### config.mk
export PLATFORM = sky130hd
export DESIGN_NAME = dsa_ctrl
export DESIGN_NICKNAME = d
export VERILOG_FILES = /design/src/hw/rtl/dsa_pkg.sv /design/src/hw/rtl/dsa_ctrl.sv
export SDC_FILE = /design/constraint.sdc
export NUM_CORES = 1
export LEC_CHECK = 0
export BUFFER_PORTS_ARGS = -buffer_cell sky130_fd_sc_hd__buf_2
export CAP_MARGIN = 5
export CORE_MARGIN = 1.5
export CORE_UTILIZATION = 40
export CTS_CLUSTER_DIAMETER = 100
export CTS_CLUSTER_SIZE = 14
export DETAILED_ROUTE_END_ITERATION = 8
export GPL_TIMING_DRIVEN = 0
export PLACE_DENSITY = 0.7
export SLEW_MARGIN = 20
export SYNTH_ARGS = -nofsm -noshare
export SYNTH_HDL_FRONTEND = slang
export SYNTH_SLANG_ARGS = --single-unit
### constraint.sdc
create_clock -name clk -period 1.3 [get_ports clk]
set_input_delay 0.065 -clock clk [delete_from_list [all_inputs] [get_ports clk]]
set_output_delay 0.065 -clock clk [all_outputs]
set_load 0.05 [all_outputs]
### src/hw/rtl/dsa_pkg.sv
`timescale 1ns / 1ps

package dsa_pkg;

	localparam int MANT_W    = 96;
	localparam int SCALE_W   = 5;
	localparam int IN_W      = 208;
	localparam int OUT_W     = 200;

	// long division by ten, one chunk of the dividend per cycle
	localparam int CHUNK_W   = 24;
	localparam int DIV_STEPS = MANT_W / CHUNK_W;
	localparam int CNT_W     = $clog2(DIV_STEPS);
	localparam int CUR_W     = CHUNK_W + 4;
	// ceil(2^31 / 10): exact quotient for every partial dividend below 2^30
	localparam int RECIP_SH  = 31;
	localparam logic [CUR_W-1:0] RECIP_TEN = CUR_W'(214748365);

	typedef enum logic {
		OPND_A,
		OPND_B
	} opnd_t;

	typedef enum logic [2:0] {
		ST_IDLE,
		ST_STRIP_SEL,
		ST_STRIP_DIV,
		ST_STRIP_END,
		ST_ALIGN_CHK,
		ST_ALIGN_DIV,
		ST_ALIGN_RND,
		ST_DONE
	} state_t;

	typedef struct packed {
		logic  load;
		logic  div_load;
		logic  div_step;
		logic  strip_commit;
		logic  mul_commit;
		logic  round_commit;
		logic  publish;
		opnd_t sel;
	} cmd_t;

	typedef struct packed {
		logic a_scale_zero;
		logic b_scale_zero;
		logic rem_zero;
		logic scales_eq;
		logic a_lower;
		logic mul_ovf;
		logic out_busy;
	} sts_t;

endpackage

### src/hw/rtl/dsa_ctrl.sv
`timescale 1ns / 1ps

module dsa_ctrl (
	input  logic          clk,
	input  logic          arst_n,
	input  logic          in_fire,
	input  logic          out_ready,
	input  dsa_pkg::sts_t sts,
	output logic          in_ready,
	output dsa_pkg::cmd_t cmd
);

	dsa_pkg::state_t                state_q, state_nx;
	dsa_pkg::opnd_t                 sel_q, sel_nx;
	logic [dsa_pkg::CNT_W-1:0]      cnt_q;
	logic                           cnt_last;
	logic                           sel_scale_zero;
	dsa_pkg::opnd_t                 lower, higher;

	assign cnt_last       = (cnt_q == dsa_pkg::CNT_W'(dsa_pkg::DIV_STEPS - 1));
	assign sel_scale_zero = (sel_q == dsa_pkg::OPND_A) ? sts.a_scale_zero : sts.b_scale_zero;
	assign lower          = sts.a_lower ? dsa_pkg::OPND_A : dsa_pkg::OPND_B;
	assign higher         = sts.a_lower ? dsa_pkg::OPND_B : dsa_pkg::OPND_A;
	assign in_ready       = (state_q == dsa_pkg::ST_IDLE);

	always_comb begin
		state_nx = state_q;
		sel_nx   = sel_q;
		case (state_q)
			dsa_pkg::ST_IDLE: begin
				if (in_fire) begin
					state_nx = dsa_pkg::ST_STRIP_SEL;
					sel_nx   = dsa_pkg::OPND_A;
				end
			end
			dsa_pkg::ST_STRIP_SEL: begin
				if (!sel_scale_zero) begin
					state_nx = dsa_pkg::ST_STRIP_DIV;
				end else if (sel_q == dsa_pkg::OPND_A) begin
					sel_nx = dsa_pkg::OPND_B;
				end else begin
					state_nx = dsa_pkg::ST_ALIGN_CHK;
				end
			end
			dsa_pkg::ST_STRIP_DIV: begin
				if (cnt_last)
					state_nx = dsa_pkg::ST_STRIP_END;
			end
			dsa_pkg::ST_STRIP_END: begin
				if (sts.rem_zero) begin
					state_nx = dsa_pkg::ST_STRIP_SEL;
				end else if (sel_q == dsa_pkg::OPND_A) begin
					state_nx = dsa_pkg::ST_STRIP_SEL;
					sel_nx   = dsa_pkg::OPND_B;
				end else begin
					state_nx = dsa_pkg::ST_ALIGN_CHK;
				end
			end
			dsa_pkg::ST_ALIGN_CHK: begin
				if (sts.scales_eq) begin
					state_nx = dsa_pkg::ST_DONE;
				end else if (sts.mul_ovf) begin
					state_nx = dsa_pkg::ST_ALIGN_DIV;
					sel_nx   = higher;
				end
			end
			dsa_pkg::ST_ALIGN_DIV: begin
				if (cnt_last)
					state_nx = dsa_pkg::ST_ALIGN_RND;
			end
			dsa_pkg::ST_ALIGN_RND: begin
				state_nx = dsa_pkg::ST_ALIGN_CHK;
			end
			dsa_pkg::ST_DONE: begin
				if (!sts.out_busy || out_ready)
					state_nx = dsa_pkg::ST_IDLE;
			end
			default: begin
				state_nx = dsa_pkg::ST_IDLE;
			end
		endcase
	end

	always_comb begin
		cmd     = '0;
		cmd.sel = sel_q;
		case (state_q)
			dsa_pkg::ST_IDLE: begin
				cmd.load = in_fire;
			end
			dsa_pkg::ST_STRIP_SEL: begin
				cmd.div_load = !sel_scale_zero;
			end
			dsa_pkg::ST_STRIP_DIV: begin
				cmd.div_step = 1'b1;
			end
			dsa_pkg::ST_STRIP_END: begin
				cmd.strip_commit = sts.rem_zero;
			end
			dsa_pkg::ST_ALIGN_CHK: begin
				if (!sts.scales_eq) begin
					if (sts.mul_ovf) begin
						cmd.div_load = 1'b1;
						cmd.sel      = higher;
					end else begin
						cmd.mul_commit = 1'b1;
						cmd.sel        = lower;
					end
				end
			end
			dsa_pkg::ST_ALIGN_DIV: begin
				cmd.div_step = 1'b1;
			end
			dsa_pkg::ST_ALIGN_RND: begin
				cmd.round_commit = 1'b1;
			end
			dsa_pkg::ST_DONE: begin
				cmd.publish = !sts.out_busy || out_ready;
			end
			default: begin
				cmd = '0;
			end
		endcase
	end

	always_ff @(posedge clk or negedge arst_n) begin
		if (!arst_n) begin
			state_q <= dsa_pkg::ST_IDLE;
			sel_q   <= dsa_pkg::OPND_A;
			cnt_q   <= '0;
		end else begin
			state_q <= state_nx;
			sel_q   <= sel_nx;
			if (cmd.div_load)
				cnt_q <= '0;
			else if (cmd.div_step)
				cnt_q <= cnt_q + 1'b1;
		end
	end

endmodule

==> run summary, run 1 <==
CP startpoint kind: register
Initial Util: 42.44%
# DRC: 0
CTS Root Cell: clkbuf_4
post-synthesis simple-gate area fraction: 30.14%
Logic pwr share: 83.1%
VDD IR-drop max: 1.947 mV
Max Buffers Root-to-Sink: 2
Detail Route Antenna Nets: 0
drt initial violations: 34
initial antenna violation count: 0
final clock skew: 0.006797 ns
synth unique cells: 39
routed len/inst: 16.05 um
complex-gate fraction of the synthesized area: 25.64%
TritonCTS buffer count: 3
P_sw: 1.661 mW
Critical Path Sink Type: output port
synth-to-layout area growth: 82.58%
top cell type's share of synthesized area: 23.48%
Slew Viols, Final: 0
H-tree Lvls: 1
max_cap viols: 0
Slew HR: 59.73%
critical path type: register to output port
mux cell area share after synthesis: 4.892%
power after layout: 3.377 mW
layout cells sized above 1: 62.07%
Pint: 1.715 mW
Final Critical Period: 1.601 ns
GRT Util Overall: 24.52%
Die Wd: 42.98 um
top area cells in the synthesized netlist: dfrtp_1 23%, nor3_1 4.7%, nand2_1 4.1%
Synth Area in XOR/XNOR: 2.740%
Via Count: 782
most frequent cells in the layout: 15 x buf_6, 10 x buf_2, 8 x buf_4
GRT overflow: 0
RSZ-0062 raised after global routing: true
NumNets Final: 130
Buffers on Ports: 18
syn_area_per_cell: 7.992 um2
Synth Flop Type: dfrtp_1
multi-input logic area: 575.6 um2
chip height: 42.98 um
final RePlAce weighted congestion: 0.8135
Seq/Total Area, Yosys: 23.48%
Layout Utilization: 77.49%
largest area contributor in the netlist: dfrtp_1
Via density: 5.924
status: finished, violations left
main combinational cell family by area after synthesis: simple AND/OR/NAND/NOR gates
ANT cells: 0
CTS tree: yes
Post-DP HPWL: 1241 um
die area: 0.001847 mm2
I/O pin count: 20
worst-margin pin slew: 0.6040 ns
pre-CTS WS: -0.2572 ns
final setup margin: -0.3006 ns
commonest non-fill, non-tap cell in the layout: buf_6
sw frac: 49.20%
failing checks: setup timing
Yosys warning total: 0
number of synthesized flops with an enable pin: 0
clock sink count: 6
Pleak: 0.5046 nW
global-route wire length before repair: 3450 um
# rows: 14
Worst-Skew Late Latency: 0.25 ns
Seq pwr share: 11.6%
power density cells: 2892 mW/mm2
vias in the first global route: 760
# fillers: 101
Register Area: 151.4 um2
Syn Std Cell Area: 639.4 um2
Cells after Synth: 80
async set or reset register ratio after synthesis: 100.0%
Fin. Hold Viols: 0
clock network fraction of total power: 5.2%
largest net degree at the start of global routing: 11
first-pass iteration count of the detailed router: 4
critical path required time: 1.24 ns
final wirelength: 2118 um
Core Box Area: 0.001506 mm2
final clock period utilization by the worst path: 123.1%
crit-path max FO: 4
final number of setup-violating endpoints: 15
worst min path class: primary input to asynchronous set/reset pin
Adder-Cell Fraction of Synth Area: 1.957%
critical path arrival: 1.54 ns
syn nets: 92
FF+latch count, synth: 6
f_max: 624.8 MHz
Reg clk slew, reported paths: 0.05 ns
-- power by group through the flow --
stage | combinational (mW) | sequential, mW | clock, mW
after floorplan | 1.57 | 0.339 | 0
after global placement | 1.86 | 0.356 | 0
after detailed placement | 1.89 | 0.357 | 0
after CTS | 2.44 | 0.392 | 0.177
after global routing | 2.97 | 0.403 | 0.206
final | 2.81 | 0.393 | 0.176
-- final cells by class --
| type | instances | share of cell area, % |
|---|---|---|
| clock buffers | 3 | 1.929 |
| flip-flops and latches | 6 | 12.97 |
| inverters | 6 | 2.572 |
| repair buffers | 33 | 24.76 |
| plain buffers | 7 | 6.752 |
| well taps | 16 | 1.715 |
| multi-input cells | 61 | 49.30 |
-- final timing paths --
check	end	depth (start not counted)	from	slack, ns
worst max-delay path	cmd[5]	5	state_q[0]	-0.30
worst min-delay path	state_q[0]	2	arst_n	0.16
worst max register to register	sel_q	6	state_q[0]	-0.24
worst min register to register	cnt_q[1]	2	cnt_q[1]	0.56
max in group asynchronous	sel_q	2	arst_n	0.98
min in group clk	sel_q	3	sts[2]	0.17
-- per-layer routing --
| metal | GRT usage, % | wire (um) | vias up | share of wire [%] |
|---|---|---|---|---|
| met5 | 0 | 0 | - | 0 |
| met4 | 6.061 | 0 | 0 | 0 |
| met3 | 5.532 | 103 | 0 | 4.9 |
| met2 | 41.52 | 1089 | 30 | 51 |
| met1 | 31.48 | 924 | 388 | 44 |
| li1 | - | - | 364 | - |
-- kinds of logic after synthesis --
group / Yosys count
buffers and inverters: 13
adder cells (fa/ha/maj): 1
AND/OR/NAND/NOR: 33
XOR/XNOR: 2
AO/OA/AOI/OAI: 22
multiplexers: 3
flip-flops: 6
-- timing repair --
item / 4_1_cts / 5_1_grt
setup endpoints to repair: 15 / 15
hold buffers: 1 / 0
cloned: 2 / 0
resized for setup: 41 / 15
buffers inserted: 6 / 6
hold endpoints to repair: 6 / 0
pin swaps: 13 / 13
-- synth_stat cells (all sizes together), types with 2 or more instances --
master  instances
a21oi           3
and2            2
buf             6
dfrtp           6
inv             6
mux2i           2
nand2           7
nor2            6
nor2b           3
nor3            6
o21ai           8
o31ai           2
-- critical path, cell delays in order, from the launching register on --
cell and delay, ns:
dfrtp_1 0.39, buf_6 0.13, buf_6 0.12, or3b_4 0.39
o21ai_4 0.08, buf_6 0.18
-- sequential cells by signal (all words and copies together), names as in the netlist --
signal / flops
state_q: 3
cnt_q: 2
sel_q: 1
-- stage by stage --
step | area (um2) | hold slack, ns | TNS (ns) | cells
floorplan | 726.9 | -0.2306 | -0.7265 | 80
global placement | 837.1 | -0.1104 | -0.8483 | 114
detailed placement | 837.1 | -0.1062 | -1.130 | 114
CTS | 1057 | 0.1639 | -2.258 | 126
global route | 1167 | 0.1615 | -3.693 | 132
finish | 1167 | 0.1631 | -2.767 | 132
No activity file was read; power rests on OpenSTA's default activity.
==> run 2: changes to the inputs <==
--- a/config.mk
+++ b/config.mk
@@ -14,6 +14,7 @@
 export DETAILED_ROUTE_END_ITERATION = 8
 export GPL_TIMING_DRIVEN = 0
 export PLACE_DENSITY = 0.7
+export REMOVE_ABC_BUFFERS = 1
 export SLEW_MARGIN = 20
 export SYNTH_ARGS = -nofsm -noshare
 export SYNTH_HDL_FRONTEND = slang
==> run 2 against run 1 <==
Against the previous run: the flow still finishes with violations (setup timing); register-to-register slack lost 0.05 ns; worst setup slack gained 0.0073 ns; clock power shrank 6%; via count shrank 8.1%; critical path depth is the same; final area shrank 14%; critical path type is now register to register; largest cell class unchanged; highest routed layer is now met4.
==> run summary, run 2 (synthesized netlist as in run 1, its figures left out) <==
Critical Path Sink Type: register
RSZ-0062 raised after global routing: true
Pleak: 0.4443 nW
Logic pwr share: 79.0%
Initial Util: 42.44%
NumNets Final: 125
failing checks: setup timing
commonest non-fill, non-tap cell in the layout: buf_6
most frequent cells in the layout: 12 x buf_6, 10 x buf_2, 10 x buf_4
ANT cells: 0
met3 Use GR: 2.979%
Pint: 1.481 mW
Worst-Skew Late Latency: 0.24 ns
Die Wd: 42.98 um
f_max: 627.6 MHz
P_sw: 1.439 mW
CP startpoint kind: register
final clock skew: 0.001263 ns
met2 GRT Util: 30.00%
Reg clk slew, reported paths: 0.04 ns
chip height: 42.98 um
crit-path max FO: 7
final non-filler cell total: 127
die area: 0.001847 mm2
max_cap viols: 0
Biggest register: state_q
worst-margin pin slew: 0.2547 ns
final RePlAce weighted congestion: 0.8315
# fillers: 119
GRT Util Overall: 18.84%
final number of setup-violating endpoints: 14
CTS Root Cell: clkbuf_4
Final Critical Period: 1.593 ns
drt initial violations: 22
GRT overflow: 0
Critical Path Source: state_q[0]
global-route wire length before repair: 2704 um
TritonCTS buffer count: 3
met1 Use GR: 26.51%
worst r2r src: state_q[0]
Via density: 5.661
critical path arrival: 1.74 ns
I/O pin count: 20
routed len/inst: 15.05 um
CTS tree: yes
clock sink count: 6
first-pass iteration count of the detailed router: 4
CP Cell Sequence: buf_12, or2b_1, o32a_1, a221oi_2, mux2i_1
reg2reg setup slack: -0.29 ns
Detail Route Antenna Nets: 0
Buffers on Ports: 19
clock network fraction of total power: 5.7%
GRT Max-Usage Layer: met2
worst min path class: primary input to register
placed cells: 108
# DRC: 0
H-tree Lvls: 1
Max stage delay cell, worst path: dfrtp_2
initial antenna violation count: 0
vias in the first global route: 648
Slew Viols, Final: 0
final wirelength: 1911 um
Max Buffers Root-to-Sink: 2
Slew HR: 82.87%
largest registers: state_q (3), cnt_q (2), sel_q (1)
synth-to-layout area growth: 57.14%
Post-DP HPWL: 953.4 um
final setup margin: -0.2933 ns
pre-CTS WS: -0.4327 ns
largest net degree at the start of global routing: 11
critical path type: register to register
Fin. Hold Viols: 0
CP endpoint: sel_q
critical path required time: 1.45 ns
Seq pwr share: 15.3%
R2R Path End: sel_q
Critical Path Max Stage Delay: 0.45 ns
final clock period utilization by the worst path: 122.6%
sw frac: 49.28%
Largest register FFs: 3
VDD IR-drop max: 1.332 mV
# rows: 14
R2R cell count: 5
Via Count: 719
layout cells sized above 1: 53.15%
Core Box Area: 0.001506 mm2
power density cells: 2906 mW/mm2
worst hold slack: 0.1664 ns
status: finished, violations left
[run 2: changes by cell type in the layout (fill, tap and decap cells not counted), sizes merged]
cell / before / now
buf: 38 / 34
clkbuf: 4 / 3
clkinvlp: 2 / 0
inv: 4 / 6
[run 2: layout make-up]
class,instances,area [um2],area share (%)
clock buffers,3,22.52,2.242
flip-flops and latches,6,155.1,15.44
repair buffers,35,305.3,30.39
multi-input cells,61,479.2,47.70
inverters,6,22.52,2.242
well taps,16,20.02,1.993
[run 2: how the worst min path moves through the flow]
stage           start       end  cells past startpoint
6_report       sts[2]     sel_q                      3
2_1_floorplan  arst_n  cnt_q[0]                      0
3_5_place_dp   arst_n  cnt_q[1]                      1
4_1_cts        sts[2]     sel_q                      3
3_3_place_gp   arst_n  cnt_q[0]                      1
5_1_grt        arst_n  cnt_q[0]                      2
[run 2: metal layers]
layer  vias up  wire, um
li1        349         -
met1       338       855
met2        26       939
met3         6        82
met4         0        33
met5         -         0
[run 2: per-stage QoR]
step                util (%)  TNS (ns)  total power, mW  cell area (um2)
floorplan                  -    -6.985            1.557            590.6
global placement       46.84    -3.376            1.838            705.7
detailed placement     46.84    -3.338            1.851            705.7
CTS                    60.13    -1.552            2.543            905.9
global route           66.69    -3.111            3.076             1005
finish                 66.69    -2.243            2.920             1005
[run 2: what timing repair did]
item                                    4_1_cts  5_1_grt
buffers inserted                             11        5
endpoints found under the setup margin       15       15
hold buffers                                  1        0
pin swaps                                     6        8
endpoints found under the hold margin         6        0
resized for setup                            27       20
[run 2: critical path, delay by kind of cell (launching register included)]
family / cells / cell delay, ns
flip-flops: 1 / 0.45
buffers and inverters: 1 / 0.14
multiplexers: 1 / 0.22
AO/OA/AOI/OAI: 2 / 0.45
AND/OR/NAND/NOR: 1 / 0.25
[run 2: power by group through the flow]
stage / registers [mW] / clock network (mW) / logic, mW
3_3_place_gp: 0.568 / 0 / 1.27
6_report: 0.447 / 0.166 / 2.31
4_1_cts: 0.430 / 0.169 / 1.94
3_5_place_dp: 0.568 / 0 / 1.28
2_1_floorplan: 0.496 / 0 / 1.06
5_1_grt: 0.461 / 0.183 / 2.43
